[config.mk]
export PLATFORM = sky130hd
export DESIGN_NAME = ebi_control
export DESIGN_NICKNAME = d
export VERILOG_FILES = /design/src/ebi_pkg.sv /design/src/ebi_control.sv
export SDC_FILE = /design/constraint.sdc
export NUM_CORES = 1
export LEC_CHECK = 0
export ABC_AREA = 1
export CAP_MARGIN = 20
export CORE_MARGIN = 2
export CORE_UTILIZATION = 54
export CTS_CLUSTER_DIAMETER = 80
export DETAILED_ROUTE_END_ITERATION = 16
export DONT_BUFFER_PORTS = 1
export GPL_ROUTABILITY_DRIVEN = 0
export PLACE_DENSITY = 0.76
export SYNTH_ARGS = -nofsm -noshare
export SYNTH_HDL_FRONTEND = slang
export SYNTH_SLANG_ARGS = --single-unit
[constraint.sdc]
create_clock -name aclk -period 1.5 [get_ports aclk]
set_clock_uncertainty 0.05 [all_clocks]
set_input_delay 0.225 -clock aclk [delete_from_list [all_inputs] [get_ports aclk]]
set_output_delay 0.225 -clock aclk [all_outputs]
set_load 0.005 [all_outputs]
[src/ebi_pkg.sv]
// package for the 2d euler body integrator
// holds fixed-point constants, cordic tables and datapath command types
// no dependencies

package ebi_pkg;

    localparam int CORDIC_STEPS = 16;
    localparam int FRAC_BITS    = 16;
    localparam int TRIG_ONE     = 30;
    localparam int STEP_W       = 5;
    localparam int DIV_SH       = TRIG_ONE - FRAC_BITS;

    localparam logic signed [33:0] GAIN_INV   = 34'sd652032874;
    localparam logic [31:0]        PI_Q_Q30   = 32'd843314856;
    localparam logic [31:0]        MASS_RESET = 32'd65536;

    // pi/4 split into whole multiples of 4500 and the remainder
    localparam logic [31:0] PI_Q_DIV   = PI_Q_Q30 / 32'd4500;
    localparam logic [23:0] PI_Q_REM   = 24'(PI_Q_Q30 % 32'd4500);
    // reciprocal of 4500 rounded up, exact for dividends below 2^24
    localparam int          RECIP_SH   = 37;
    localparam logic [24:0] RECIP_4500 =
        25'(((64'd1 << RECIP_SH) + 64'd4499) / 64'd4500);

    localparam logic [1:0] REG_MASS    = 2'd0;
    localparam logic [1:0] REG_START_X = 2'd1;
    localparam logic [1:0] REG_START_Y = 2'd2;

    localparam logic MODE_FORCE = 1'b0;
    localparam logic MODE_TICK  = 1'b1;

    // datapath operation codes
    typedef enum logic [3:0] {
        OP_NONE,
        OP_LOAD,
        OP_REDUCE,
        OP_SCALE,
        OP_CORDIC,
        OP_QUAD,
        OP_DIV_X_START,
        OP_DIV_STEP,
        OP_ACC_X,
        OP_DIV_Y_START,
        OP_ACC_Y,
        OP_VEL,
        OP_POS
    } dp_op_t;

    typedef struct packed {
        dp_op_t           op;
        logic [STEP_W-1:0] step;
    } dp_cmd_t;

    typedef struct packed {
        logic div_done;
        logic mode;
    } dp_stat_t;

    function automatic logic signed [33:0] atan_q30(input logic [STEP_W-1:0] i);
        logic signed [33:0] v;
        unique case (i)
            5'd0:  v = 34'sh3243F6A8;
            5'd1:  v = 34'sh1DAC6705;
            5'd2:  v = 34'sh0FADBAFC;
            5'd3:  v = 34'sh07F56EA6;
            5'd4:  v = 34'sh03FEAB76;
            5'd5:  v = 34'sh01FFD55B;
            5'd6:  v = 34'sh00FFFAAA;
            5'd7:  v = 34'sh007FFF55;
            5'd8:  v = 34'sh003FFFEA;
            5'd9:  v = 34'sh001FFFFD;
            5'd10: v = 34'sh000FFFFF;
            5'd11: v = 34'sh0007FFFF;
            5'd12: v = 34'sh0003FFFF;
            5'd13: v = 34'sh0001FFFF;
            5'd14: v = 34'sh0000FFFF;
            5'd15: v = 34'sh00007FFF;
            5'd16: v = 34'sh00003FFF;
            5'd17: v = 34'sh00001FFF;
            5'd18: v = 34'sh00000FFF;
            5'd19: v = 34'sh000007FF;
            5'd20: v = 34'sh000003FF;
            5'd21: v = 34'sh000001FF;
            5'd22: v = 34'sh000000FF;
            5'd23: v = 34'sh0000007F;
            5'd24: v = 34'sh0000003F;
            5'd25: v = 34'sh0000001F;
            5'd26: v = 34'sh0000000F;
            5'd27: v = 34'sh00000007;
            5'd28: v = 34'sh00000003;
            5'd29: v = 34'sh00000001;
            default: v = 34'sh0;
        endcase
        return v;
    endfunction

endpackage

[src/ebi_control.sv]
// sequencer of the 2d euler body integrator: handshakes and datapath commands
// depends on ebi_pkg

module ebi_control (
    input  logic                aclk,
    input  logic                aresetn,
    input  logic                s_tvalid,
    output logic                s_tready,
    output logic                m_tvalid,
    input  logic                m_tready,
    output ebi_pkg::dp_cmd_t    cmd,
    input  ebi_pkg::dp_stat_t   stat
);

    typedef enum logic [3:0] {
        S_IDLE, S_DISPATCH, S_REDUCE, S_SCALE, S_CORDIC, S_QUAD,
        S_DIVX, S_STEPX, S_ACCX, S_DIVY, S_STEPY, S_ACCY,
        S_VEL, S_POS, S_OUT
    } state_t;

    state_t state_reg;
    logic [ebi_pkg::STEP_W-1:0] step_reg;

    assign s_tready = (state_reg == S_IDLE);
    assign m_tvalid = (state_reg == S_OUT);

    // command decode
    always_comb begin
        cmd.step = step_reg;
        unique case (state_reg)
            S_IDLE:   cmd.op = (s_tvalid) ? ebi_pkg::OP_LOAD : ebi_pkg::OP_NONE;
            S_REDUCE: cmd.op = ebi_pkg::OP_REDUCE;
            S_SCALE:  cmd.op = ebi_pkg::OP_SCALE;
            S_CORDIC: cmd.op = ebi_pkg::OP_CORDIC;
            S_QUAD:   cmd.op = ebi_pkg::OP_QUAD;
            S_DIVX:   cmd.op = ebi_pkg::OP_DIV_X_START;
            S_DIVY:   cmd.op = ebi_pkg::OP_DIV_Y_START;
            S_STEPX, S_STEPY: cmd.op = ebi_pkg::OP_DIV_STEP;
            S_ACCX:   cmd.op = ebi_pkg::OP_ACC_X;
            S_ACCY:   cmd.op = ebi_pkg::OP_ACC_Y;
            S_VEL:    cmd.op = ebi_pkg::OP_VEL;
            S_POS:    cmd.op = ebi_pkg::OP_POS;
            default:  cmd.op = ebi_pkg::OP_NONE;
        endcase
    end

    // sequencer
    always_ff @(posedge aclk) begin
        if (!aresetn) begin
            state_reg <= S_IDLE;
            step_reg  <= '0;
        end else begin
            unique case (state_reg)
                S_IDLE:     if (s_tvalid) state_reg <= S_DISPATCH;
                S_DISPATCH: state_reg <= (stat.mode == ebi_pkg::MODE_TICK) ? S_VEL : S_REDUCE;
                S_REDUCE:   state_reg <= S_SCALE;
                S_SCALE: begin state_reg <= S_CORDIC; step_reg <= '0; end
                S_CORDIC: begin
                    if (step_reg == ebi_pkg::STEP_W'(ebi_pkg::CORDIC_STEPS - 1))
                        state_reg <= S_QUAD;
                    step_reg <= step_reg + 1'b1;
                end
                S_QUAD:  state_reg <= S_DIVX;
                S_DIVX:  state_reg <= S_STEPX;
                S_STEPX: if (stat.div_done) state_reg <= S_ACCX;
                S_ACCX:  state_reg <= S_DIVY;
                S_DIVY:  state_reg <= S_STEPY;
                S_STEPY: if (stat.div_done) state_reg <= S_ACCY;
                S_ACCY:  state_reg <= S_OUT;
                S_VEL:   state_reg <= S_POS;
                S_POS:   state_reg <= S_OUT;
                S_OUT:   if (m_tready) state_reg <= S_IDLE;
                default: state_reg <= S_IDLE;
            endcase
        end
    end

    // result is offered only after the last step of an item (acc_y or pos)
    a_out_after_work: assert property (@(posedge aclk) disable iff (!aresetn)
        $rose(m_tvalid) |-> $past(state_reg) == S_ACCY || $past(state_reg) == S_POS)
        else $error("result raised without finishing an item");
    a_no_accept_busy: assert property (@(posedge aclk) disable iff (!aresetn)
        m_tvalid |-> !s_tready)
        else $error("input ready while result pending");
    a_held: assert property (@(posedge aclk) disable iff (!aresetn)
        m_tvalid && !m_tready |=> m_tvalid)
        else $error("result dropped without handshake");

endmodule

=== After elaboration in Yosys (flattened, before gate mapping) ===
Cells that the tools add are included.
W data, S select, Z words.

* Add/subtract/negate cells: 1
* Multiply operators: 0
* Divide/modulo/power cells: 0
* $lt $le $gt $ge: 0
* Equal/unequal tests: 20
* Shift operators: 0
* Mux-type cells: 10
* Bitwise gates (word level): 0
* Reductions and logical operators: 5

{| class="wikitable"
|+ Operator list
! operator !! count
|-
| $pmux W4 S14 || 1
|-
| $pmux W4 S12 || 1
|-
| $eq A4 B4 Y1 const B || 7
|-
| $mux W4 || 6
|-
| $eq A4 B3 Y1 const B || 4
|-
| $pmux W5 S2 || 1
|-
| $eq A4 B2 Y1 const B || 2
|-
| $ne A2 B2 Y1 const B || 4
|-
| $add A5 B1 Y5 const B || 1
|-
| $eq A5 B4 Y1 const B || 1
|-
| $reduce_and A5 Y1 || 1
|-
| $eq A4 B1 Y1 const B || 1
|-
| $logic_not A4 Y1 || 1
|-
| $reduce_or A2 Y1 || 2
|-
| $ne A2 B1 Y1 const B || 1
|-
| $reduce_bool A2 Y1 || 1
|-
| $mux W1 || 1
|}

* Register bits: 9
* Latch bits: 0
* RAM bits: 0
* ROM bits: 0
* Input port bits: 6
* Output and inout bits: 11
* Word-level logic and storage cells: 38
* Memories: 0

=== Depth between registers and ports, before layout ===
Gate-level depths: netlist (run 1).

* Depth after elaboration: 3
* Depth in mapped cells: 11

=== Least setup slack after synthesis (run 1) ===
Ideal clock, no wire load.

* Path kind: register to register
* Start point: register step_reg[0] (netlist name)
* End point: register state_reg[3]
* Arrival time: 1.341 ns
* Data required time: 1.380 ns
* Setup slack: 0.040 ns
* Stages on the path, launching flop included: 11
* Buffers on the path: 0
* Clock period less this slack: 1.460 ns
* Cells stage by stage: dfxtp_1 ha_1 nand2_1 nor2_1 ha_1 inv_1 nand3_1 nand3_1 nor2_4 nand2_1 a21oi_1

* Longest elaborated chain between the ends: 3

{| class="wikitable"
|+ Ends and longest elaborated chain
! item !! line !! RTL
|-
| start: declaration || ebi_control.sv:22 || <nowiki>logic [ebi_pkg::STEP_W-1:0] step_reg;</nowiki>
|-
| start signal: assignment || ebi_control.sv:61 || <nowiki>step_reg <= step_reg + 1'b1;</nowiki>
|-
| $eq A5 B4 Y1 || ebi_control.sv:59 || <nowiki>if (step_reg == ebi_pkg::STEP_W'(ebi_pkg::CORDIC_STEPS - 1))</nowiki>
|-
| $ne A2 B2 Y1 (no source line) || n/a ||
|-
| $reduce_and A5 Y1 (no source line) || n/a ||
|-
| end signal: assignment || ebi_control.sv:55 || <nowiki>S_DISPATCH: state_reg <= (stat.mode == ebi_pkg::MODE_TICK) ? S_VEL : S_REDUCE;</nowiki>
|-
| end: declaration || ebi_control.sv:21 || <nowiki>state_t state_reg;</nowiki>
|}

No other way between the ends.
A chain may end at the register's enable or synchronous reset.

=== Worst setup path in the final report (run 1) ===
* Start point: register step_reg[1] (netlist name)
* End point: register state_reg[3]

Same word-level chain as after synthesis.

==> run_results.csv, run 1 <==
group,metric,value,unit
outcome,status,"finished with violations",
outcome,violations,"setup timing",
clock_tree,htreeDepth,1,
timing,period_needed,1.572,ns
layout,utilization,75.25,%
critical_path,critPathLaunchType,"register",
power_and_ir_drop,intPower,0.8413,mW
hold_path,hold_depth,2,
critical_path,cp_top_family,"simple AND/OR/NAND/NOR gates",
global_routing,antenna_found_initial,0,
clock_tree,clkTransAtPathRegs,0.06,ns
run,maxCapViolations,0,
die,dieArea,0.001635,mm2
power_and_ir_drop,p_comb_share,62.4,%
global_routing,grt-ovfl-total,0,
place,portBuffers,0,
critical_path,crit_fanout,4,
layout,diodes,0,
power_and_ir_drop,ir_worst_vdd,0.9995,mV
drt,route.detailed.drc,0,
drt,routedWlPerCell,13.85,um
critical_path,reg2reg_depth,10,
critical_path,path_cells,"ha_4, nand2_4, nor2_4, ha_2, inv_2, nand3_2, nand3_2, nor2_4, nand2_1, a21oi_1",
clock_tree,cts_tree,"done",
timing,setup_violations,5,
timing,fin_crit_sh,104.8,%
critical_path,rr_endpoint,"state_reg[3]$_SDFFE_PN0P_",
yosys,synth_top_area_cell,"dfxtp_1",
clock_tree,ctsHoldBuffers,0,
yosys,seq_area_frac_synth,25.13,%
drt,routed-via-count,856,
global_routing,grt_pass1_wl,2801,um
layout,num-fill-cells,105,
global_routing,grt_usage,26.56,%
timing,hold_viol,0,
yosys,ys_seq_elements,9,
die,coreArea,0.001269,mm2
power_and_ir_drop,p_sw_share,51.67,%
die,die_x,40.44,um
power_and_ir_drop,switching_power,0.8995,mW
layout,layout-drive-gt1-share,37.41,%
critical_path,crit_required,1.63,ns
clock_tree,cts-root-buf,"clkbuf_4",
power_and_ir_drop,clkPwrFrac,11.0,%
drt,vias_per_cell,5.558,
global_routing,first_global_vias,710,
die,fp.dieH,40.44,um
timing,tns,-0.1557,ns
critical_path,crit_slowest_cell,"dfxtp_2",
yosys,synth_area,716.9,um2
critical_path,r2r-start,"step_reg[1]$_SDFFE_PN0P_",
die,start_util,56.51,%
critical_path,criticalPathCategory,"register to register",
critical_path,cp.arrival,1.70,ns
timing,setup_ws,-0.07244,ns
layout,design_area,954.7,um2
power_and_ir_drop,seqPwrFrac,26.6,%
clock_tree,clock_latency,0.27,ns
yosys,syn_inst,126,
place,placed_area,762.0,um2
layout,regArea,197.7,um2
yosys,synth_top_area_share,25.13,%
clock_tree,cts_sinks,9,
drt,ant_nets,0,
yosys,yosysWarnings,0,
global_routing,grt_max_degree,7,
timing,relSlewSlack,84.91,%
hold_path,min_to,"step_reg[3]$_SDFFE_PN0P_",
clock_tree,cts_made_buffers,3,
drt,firstDrtPassIters,5,
power_and_ir_drop,p_leak,0.4869,nW
layout,multi_input_area,550.5,um2
timing,holdWs,0.03574,ns
yosys,synth_area_leaders,"dfxtp_1 25%, nand2_1 19%, nor2_1 9.9%",
critical_path,path_buf_inv,1,
critical_path,timing.reg2reg.setup_slack,-0.07,ns
die,std_cell_rows,13,
layout,largest_register_ffs,5,
critical_path,cp_slowest_stage_delay,0.35,ns
yosys,avgSynthCellArea,5.690,um2
clock_tree,clk_path_buf_depth,2,
yosys,synthesis.nets,134,
timing,rsz0062_at_grt,"true",
drt,wl,2133,um
yosys,yosysUniqueCellTypes,20,
layout,final_nets,148,
layout,area_growth,33.16,%
place,post-dp-hpwl,1438,um
power_and_ir_drop,powerDensity,1824,mW/mm2
timing,clock.fmax,636.0,MHz
timing,worst_slew_pin_slew,0.2240,ns
timing,drv_slew,0,
drt,first_iter_violations,35,
hold_path,worstHoldPathType,"input port to register",
hold_path,hp-start,"aresetn",
critical_path,worstSetupEndpointType,"register",
die,pin_count,17,
[timing repair]
| item | 4_1_cts | 5_1_grt |
|---|---|---|
| endpoints found under the setup margin | 7 | 7 |
| setup buffers | 0 | 5 |
| pin swaps | 1 | 15 |
| gates resized for setup | 12 | 27 |
[per-layer routing]
layer | global-route usage (%) | up-vias | wire length, um
li1 | - | 427 | -
met1 | 26.89 | 380 | 837
met2 | 47.22 | 43 | 1116
met3 | 12.22 | 6 | 141
met4 | 9.167 | 0 | 37
met5 | 0 | - | 0
[power groups by stage]
stage / clock [mW] / sequential (mW) / combinational [mW]
floorplan: 0 / 0.349 / 0.700
global placement: 0 / 0.395 / 0.822
detailed placement: 0 / 0.400 / 0.841
CTS: 0.196 / 0.430 / 0.868
global route: 0.216 / 0.469 / 1.19
finish: 0.192 / 0.463 / 1.09
[cell type report]
class                           instances  area share, %
Multi-Input combinational cell         94          57.67
Sequential cell                         9          20.71
Timing Repair Buffer                   11          8.650
Clock buffer                            4          2.752
Inverter                               21          8.257
Tap cell                               15          1.966
[cell usage after synthesis]
| cell type | n |
|---|---|
| nand2_1 | 37 |
| nor2_1 | 19 |
| inv_1 | 15 |
| a21oi_1 | 10 |
| dfxtp_1 | 9 |
| nand3_1 | 7 |
| inv_2 | 6 |
| o21ai_0 | 6 |
| nor2_2 | 4 |
| ha_1 | 2 |
| nand4_1 | 2 |
| a31oi_1 | 1 |
| buf_4 | 1 |
| buf_6 | 1 |
| nand2_2 | 1 |
| nand3b_1 | 1 |
| nor2_4 | 1 |
| nor3_1 | 1 |
| o21ai_2 | 1 |
| o22ai_1 | 1 |
[stage by stage]
stage | cells | setup slack, ns | power (mW)
after floorplan | 126 | 0.03957 | 1.049
after global placement | 145 | 0.05898 | 1.217
after detailed placement | 145 | -0.02760 | 1.241
after CTS | 149 | -0.02280 | 1.494
after global routing | 154 | -0.1652 | 1.872
final | 154 | -0.07244 | 1.741
[worst max-delay path by stage]
stage / startpoint / end / depth (start not counted)
floorplan: step_reg[0]$_SDFFE_PN0P_ / state_reg[3]$_SDFFE_PN0P_ / 10
global placement: step_reg[0]$_SDFFE_PN0P_ / state_reg[2]$_SDFFE_PN0P_ / 10
detailed placement: step_reg[0]$_SDFFE_PN0P_ / state_reg[2]$_SDFFE_PN0P_ / 10
CTS: state_reg[2]$_SDFFE_PN0P_ / cmd[8] / 6
global route: step_reg[1]$_SDFFE_PN0P_ / state_reg[3]$_SDFFE_PN0P_ / 10
finish: step_reg[1]$_SDFFE_PN0P_ / state_reg[3]$_SDFFE_PN0P_ / 10
[cells in the final DEF (no fill, tap or decap)]
master / count
buf_4: 11
dfxtp_1: 3
dfxtp_2: 2
nand2_2: 6
ha_2: 1
a31oi_1: 1
inv_1: 14
a21oi_1: 9
dfxtp_4: 4
nor2_2: 1
nand2_1: 30
nand2_4: 2
nand3_2: 4
o22ai_1: 1
nand3b_1: 1
nor2_4: 8
nand4_1: 2
nor3_1: 1
o21ai_0: 6
clkbuf_4: 3
inv_2: 7
o21ai_2: 1
nor2_1: 15
clkbuf_1: 1
a21oi_2: 1
nand3_1: 3
ha_4: 1
[kinds of logic (layout without fill, tap and decap cells)]
| group | count (synthesis) | after routing | synth area share [%] |
|---|---|---|---|
| flip-flops | 9 | 9 | 25.13 |
| AND/OR/NAND/NOR | 73 | 73 | 43.63 |
| adder cells (fa/ha/maj) | 2 | 2 | 3.490 |
| AO/OA/AOI/OAI | 19 | 19 | 14.14 |
| buffers and inverters | 23 | 36 | 13.61 |
Note: power is estimated with default switching activity, not from simulation.
==> inputs of run 2 (changes only) <==
--- a/config.mk
+++ b/config.mk
@@ -10,3 +10,3 @@
 export CORE_MARGIN = 2
-export CORE_UTILIZATION = 54
+export CORE_UTILIZATION = 55
 export CTS_CLUSTER_DIAMETER = 80
@@ -15,3 +15,4 @@
 export GPL_ROUTABILITY_DRIVEN = 0
-export PLACE_DENSITY = 0.76
+export MAX_ROUTING_LAYER = met4
+export PLACE_DENSITY = 0.74
 export SYNTH_ARGS = -nofsm -noshare
==> constraint.sdc (replaced) <==
create_clock -name aclk -period 1.9 [get_ports aclk]
set_clock_uncertainty 0.05 [all_clocks]
set_input_delay 0 -clock aclk [delete_from_list [all_inputs] [get_ports aclk]]
set_output_delay 0 -clock aclk [all_outputs]
set_load 0.005 [all_outputs]
==> run_results.csv, run 2 (synthesis gave the netlist of run 1 again) <==
group,metric,value,unit
outcome,status,"complete, no violations",
drt,routed-via-count,797,
power_and_ir_drop,intPower,0.5099,mW
clock_tree,htreeDepth,1,
clock_tree,clock_latency,0.26,ns
timing,tns,0,ns
critical_path,crit_required,2.04,ns
place,place_inst,139,
clock_tree,clkTransAtPathRegs,0.06,ns
critical_path,reg2reg_depth,10,
layout,layout_commonest_cell,"nand2_1",
clock_tree,cts_tree,"done",
clock_tree,post_cts_resized,0,
place,placed_area,716.9,um2
hold_path,worstHoldPathType,"input port to register",
layout,final_nets,139,
timing,fin_crit_sh,83.51,%
place,post-dp-hpwl,1329,um
timing,drv_slew,0,
global_routing,grt_usage,25.59,%
critical_path,cp_slowest_stage_delay,0.41,ns
timing,rsz0062_at_grt,"false",
clock_tree,cts_sinks,9,
critical_path,critPathLaunchType,"register",
clock_tree,cts-root-buf,"clkbuf_4",
power_and_ir_drop,p_leak,0.3842,nW
critical_path,r2r-start,"step_reg[0]$_SDFFE_PN0P_",
layout,diodes,0,
layout,design_area,763.2,um2
power_and_ir_drop,ir_worst_vdd,0.6358,mV
global_routing,grt-ovfl-total,0,
timing,relSlewSlack,77.24,%
critical_path,path_cells,"ha_1, nand2_1, nor2_1, ha_1, inv_1, nand3_1, nand3_1, nor2_4, nand2_1, a21oi_1",
timing,clock.fmax,630.2,MHz
power_and_ir_drop,clkPwrFrac,13.6,%
critical_path,rr_endpoint,"state_reg[3]$_SDFFE_PN0P_",
die,std_cell_rows,13,
global_routing,antenna_found_initial,0,
drt,firstDrtPassIters,4,
hold_path,hold_depth,5,
global_routing,grt_max_degree,9,
power_and_ir_drop,seqPwrFrac,30.6,%
die,dieArea,0.001608,mm2
power_and_ir_drop,p_comb_share,55.8,%
die,pin_count,17,
die,start_util,57.24,%
critical_path,crit_fanout,5,
layout,layout-drive-gt1-share,12.31,%
clock_tree,clk_path_buf_depth,2,
die,fp.dieH,40.11,um
hold_path,hp-start,"m_tready",
layout,final_cells,145,
global_routing,first_global_vias,674,
drt,vias_per_cell,5.497,
layout,utilization,60.94,%
layout,layout_common_cells,"37 x nand2_1, 19 x nor2_1, 15 x inv_1",
timing,period_needed,1.587,ns
layout,largest_register_ffs,5,
drt,routedWlPerCell,11.65,um
die,coreArea,0.001252,mm2
drt,wl,1689,um
power_and_ir_drop,powerDensity,1409,mW/mm2
hold_path,min_to,"state_reg[2]$_SDFFE_PN0P_",
clock_tree,cts_made_buffers,3,
power_and_ir_drop,p_sw_share,52.60,%
drt,route.detailed.drc,0,
place,portBuffers,0,
drt,first_iter_violations,41,
global_routing,grt_pass1_wl,2684,um
drt,ant_nets,0,
timing,setup_violations,0,
die,die_x,40.11,um
timing,worst_slew_pin_slew,0.3409,ns
power_and_ir_drop,power,1.076,mW
critical_path,timing.reg2reg.setup_slack,0.31,ns
critical_path,criticalPathCategory,"register to register",
layout,area_growth,6.457,%
critical_path,crit_slowest_cell,"dfxtp_1",
timing,hold_viol,0,
critical_path,cp.arrival,1.72,ns
critical_path,worstSetupEndpointType,"register",
run,maxCapViolations,0,
power_and_ir_drop,switching_power,0.5657,mW
==> run 2: cell types whose count changed in the layout (fill, tap and decap cells not counted), moves of 5 or more <==
cell     before  now
buf_4        11    0
nand2_2       6    1
dfxtp_1       3    9
nand2_1      30   37
nor2_4        8    1
==> run 2: timing repair <==
item | in CTS | in global routing
endpoints found under the hold margin | 9 | 0
hold buffers | 2 | 0
setup buffers | 0 | 0
==> run 2: worst max-delay path by stage <==
| stage | from | to | slack [ns] | cells past startpoint |
|---|---|---|---|---|
| 6_report | step_reg[0]$_SDFFE_PN0P_ | state_reg[3]$_SDFFE_PN0P_ | 0.31 | 10 |
| 5_1_grt | step_reg[0]$_SDFFE_PN0P_ | state_reg[1]$_SDFFE_PN0P_ | 0.08 | 10 |
| 4_1_cts | step_reg[0]$_SDFFE_PN0P_ | state_reg[3]$_SDFFE_PN0P_ | 0.29 | 10 |
| 3_5_place_dp | step_reg[0]$_SDFFE_PN0P_ | state_reg[3]$_SDFFE_PN0P_ | 0.31 | 10 |
| 3_3_place_gp | step_reg[0]$_SDFFE_PN0P_ | state_reg[1]$_SDFFE_PN0P_ | 0.37 | 10 |
| 2_1_floorplan | step_reg[0]$_SDFFE_PN0P_ | state_reg[3]$_SDFFE_PN0P_ | 0.44 | 10 |
==> run 2: layer usage <==
metal  global-route usage, %  up-vias  wire (um)
met5                       -        -          0
met1                   29.67      353        700
met2                   42.34       37        820
met3                   8.333        2        158
met4                   6.034        0         10
li1                        -      405          -
==> run 2: power groups by stage <==
stage	Sequential, mW	Clock [mW]	Combinational, mW
6_report	0.329	0.146	0.601
5_1_grt	0.338	0.163	0.681
4_1_cts	0.327	0.153	0.590
3_5_place_dp	0.331	0	0.585
3_3_place_gp	0.329	0	0.580
2_1_floorplan	0.276	0	0.553
==> run 2: critical path, delay by kind of cell, from the launching register on <==
family          cells  cell delay (ns)
fa+ha+maj           2             0.33
compound gates      1             0.13
flops               1             0.41
simple gates        6             0.58
buf+inv             1             0.04
==> run 2: cell type report <==
cell class | instances | area, um2
Fill cell | 127 | 489.2
Multi-Input combinational cell | 94 | 439.2
Sequential cell | 9 | 180.2
Inverter | 21 | 78.83
Clock buffer | 4 | 26.28
Timing Repair Buffer | 2 | 20.02
Tap cell | 15 | 18.77
==> run 2: stage by stage <==
stage	worst slack, ns	hold slack [ns]
floorplan	0.4396	0.06471
global placement	0.3660	0.07545
detailed placement	0.3119	0.07575
CTS	0.2906	0.03583
global route	0.08205	0.07511
finish	0.3133	0.04070
==> inputs of run 3 (changes only) <==
Settings changed: ABC_AREA 1 to 0, CORE_AREA set to 2 2 39 41, CORE_MARGIN 2 to not set, CORE_UTILIZATION 55 to not set, DIE_AREA set to 0 0 41 43, PLACE_DENSITY 0.74 to 0.71.
Clock period 1.9 ns to 1.6 ns, I/O delays scaled along.
==> run_results.csv, run 3 <==
group,metric,value,unit
timing,tns,0,ns
drt,routed-via-count,706,
run,maxCapViolations,0,
global_routing,grt_max_degree,15,
timing,hold_viol,0,
die,start_util,50.27,%
power_and_ir_drop,ir_worst_vdd,0.9257,mV
global_routing,grt-ovfl-total,0,
drt,ant_nets,0,
power_and_ir_drop,p_leak,0.3409,nW
global_routing,met3_usage,6.283,%
die,std_cell_rows,14,
drt,wl,1660,um
outcome,status,"complete, no violations",
yosys,synth_area,695.7,um2
critical_path,criticalPathCategory,"register to register",
critical_path,path_cells,"ha_4, and3_4, ha_4, mux2i_2, o2bb2ai_2, nor2_2, a32o_1",
yosys,synthesis.nets,97,
layout,design_area,869.6,um2
global_routing,grt_pass1_wl,2773,um
yosys,yosysUniqueCellTypes,38,
die,fp.dieH,43,um
clock_tree,cts_made_buffers,3,
layout,utilization,62.84,%
critical_path,worstSetupEndpointType,"register",
power_and_ir_drop,powerDensity,1614,mW/mm2
clock_tree,clkTransAtPathRegs,0.06,ns
layout,layout-drive-gt1-share,30.00,%
timing,rsz0062_at_grt,"true",
critical_path,crit_required,1.70,ns
die,die_x,41,um
critical_path,worstSetupPathDepth,7,
yosys,synthFlopType,"dfxtp_1",
yosys,synth_edf_count,0,
place,placed_area,785.8,um2
yosys,avgSynthCellArea,7.816,um2
layout,area_growth,25.00,%
timing,fin_crit_sh,98.22,%
clock_tree,clock_latency,0.26,ns
place,post-dp-hpwl,1249,um
drt,vias_per_cell,6.086,
critical_path,cp_common_cell,"ha_4",
drt,firstDrtPassIters,4,
layout,layout_commonest_cell,"buf_4",
timing,relSlewSlack,77.35,%
timing,drv_slew,0,
place,place_inst,109,
clock_tree,clk_path_buf_depth,2,
layout,final_nets,109,
yosys,yosys-top-cells-count,"9 x dfxtp_1, 9 x nor2_1, 7 x o21ai_0",
critical_path,critPathLaunchType,"register",
yosys,yosysWarnings,0,
global_routing,antenna_found_initial,0,
yosys,synth_top_area_cell,"dfxtp_1",
timing,worst_slew_pin_slew,0.3366,ns
clock_tree,cts_sinks,9,
critical_path,cp_slowest_stage_delay,0.33,ns
critical_path,path_buf_inv,0,
layout,final_cells,116,
place,portBuffers,0,
layout,diodes,0,
global_routing,first_global_vias,661,
yosys,synthArstFlopShare,0,%
global_routing,grt_busiest_layer,"met2",
critical_path,cp.arrival,1.67,ns
drt,routedWlPerCell,14.31,um
drt,route.detailed.drc,0,
global_routing,grt_use_met1,30.49,%
die,pin_count,17,
die,coreArea,0.001384,mm2
global_routing,grtUsageMet2,35.00,%
yosys,synth_top_area_share,25.90,%
yosys,synth_area_leaders,"dfxtp_1 26%, mux2i_1 7.2%, o21ai_0 5.0%",
timing,clock.fmax,636.3,MHz
hold_path,worstHoldPathType,"input port to register",
drt,first_iter_violations,4,
timing,period_needed,1.572,ns
critical_path,reg2reg_depth,7,
timing,setup_violations,0,
global_routing,grt_usage,23.08,%
layout,largest_register_ffs,5,
yosys,seq_area_frac_synth,25.90,%
critical_path,crit_fanout,3,
layout,layout_common_cells,"12 x buf_4, 8 x nor2_1, 6 x inv_1, 6 x o21ai_0, 6 x nand2_1",
clock_tree,htreeDepth,1,
yosys,syn_inst,89,
clock_tree,cts_tree,"done",
hold_path,hold_depth,2,
clock_tree,cts-root-buf,"clkbuf_4",
die,dieArea,0.001763,mm2
critical_path,cp_top_family,"compound AO/OA/AOI/OAI gates",
critical_path,crit_slowest_cell,"dfxtp_2",
yosys,ys_seq_elements,9,
timing,holdWs,0.007464,ns
## run 3: kinds of logic (layout without fill, tap and decap cells)
kind of cell	Yosys count	count (layout)	synth area share (%)
flip-flops	9	9	25.90
adder cells (fa/ha/maj)	2	2	3.597
AO/OA/AOI/OAI	23	23	23.56
buffers and inverters	13	24	8.452
AND/OR/NAND/NOR	35	35	28.42
multiplexers	6	6	8.813
XOR/XNOR	1	1	1.259
## run 3: layer usage
layer	vias up	wire, um
li1	353	-
met1	336	753
met4	0	0
met5	-	0
met2	17	825
met3	0	82
## run 3: path summary, 6_finish.rpt
path | start | slack, ns | endpoint
setup / recovery | step_reg[1]$_SDFFE_PN0P_ | 0.03 | state_reg[3]$_SDFFE_PN0P_
hold / removal | m_tready | 0.007 | state_reg[3]$_SDFFE_PN0P_
setup reg to reg | step_reg[1]$_SDFFE_PN0P_ | 0.03 | state_reg[3]$_SDFFE_PN0P_
hold reg to reg | step_reg[3]$_SDFFE_PN0P_ | 0.47 | step_reg[3]$_SDFFE_PN0P_
## run 3: timing repair
| item | CTS | global route |
|---|---|---|
| setup buffers | 1 | 0 |
| hold buffers | 1 | 1 |
| endpoints found under the hold margin | 9 | 1 |
| resized for setup | 5 | 4 |
| setup endpoints to repair | 2 | 5 |
| pin swaps | 4 | 1 |
## run 3: stage by stage
step	setup slack, ns	power, mW
floorplan	0.009596	0.9631
global placement	0.01273	1.172
detailed placement	-0.06820	1.194
CTS	0.02571	1.397
global route	-0.03823	1.529
finish	0.02842	1.404
## run 3: cell type report
cell class / count / area, um2
clock buffers: 4 / 26.28
fillers: 128 / 514.2
inverters: 6 / 22.52
multi-input cells: 67 / 504.2
flip-flops and latches: 9 / 186.4
well taps: 16 / 20.02
repair buffers: 14 / 110.1
## run 3: where the power goes
part	internal, mW	switching [mW]	total [mW]
logic	0.410	0.450	0.859
clock network	0.0959	0.0761	0.172
registers	0.288	0.0842	0.372
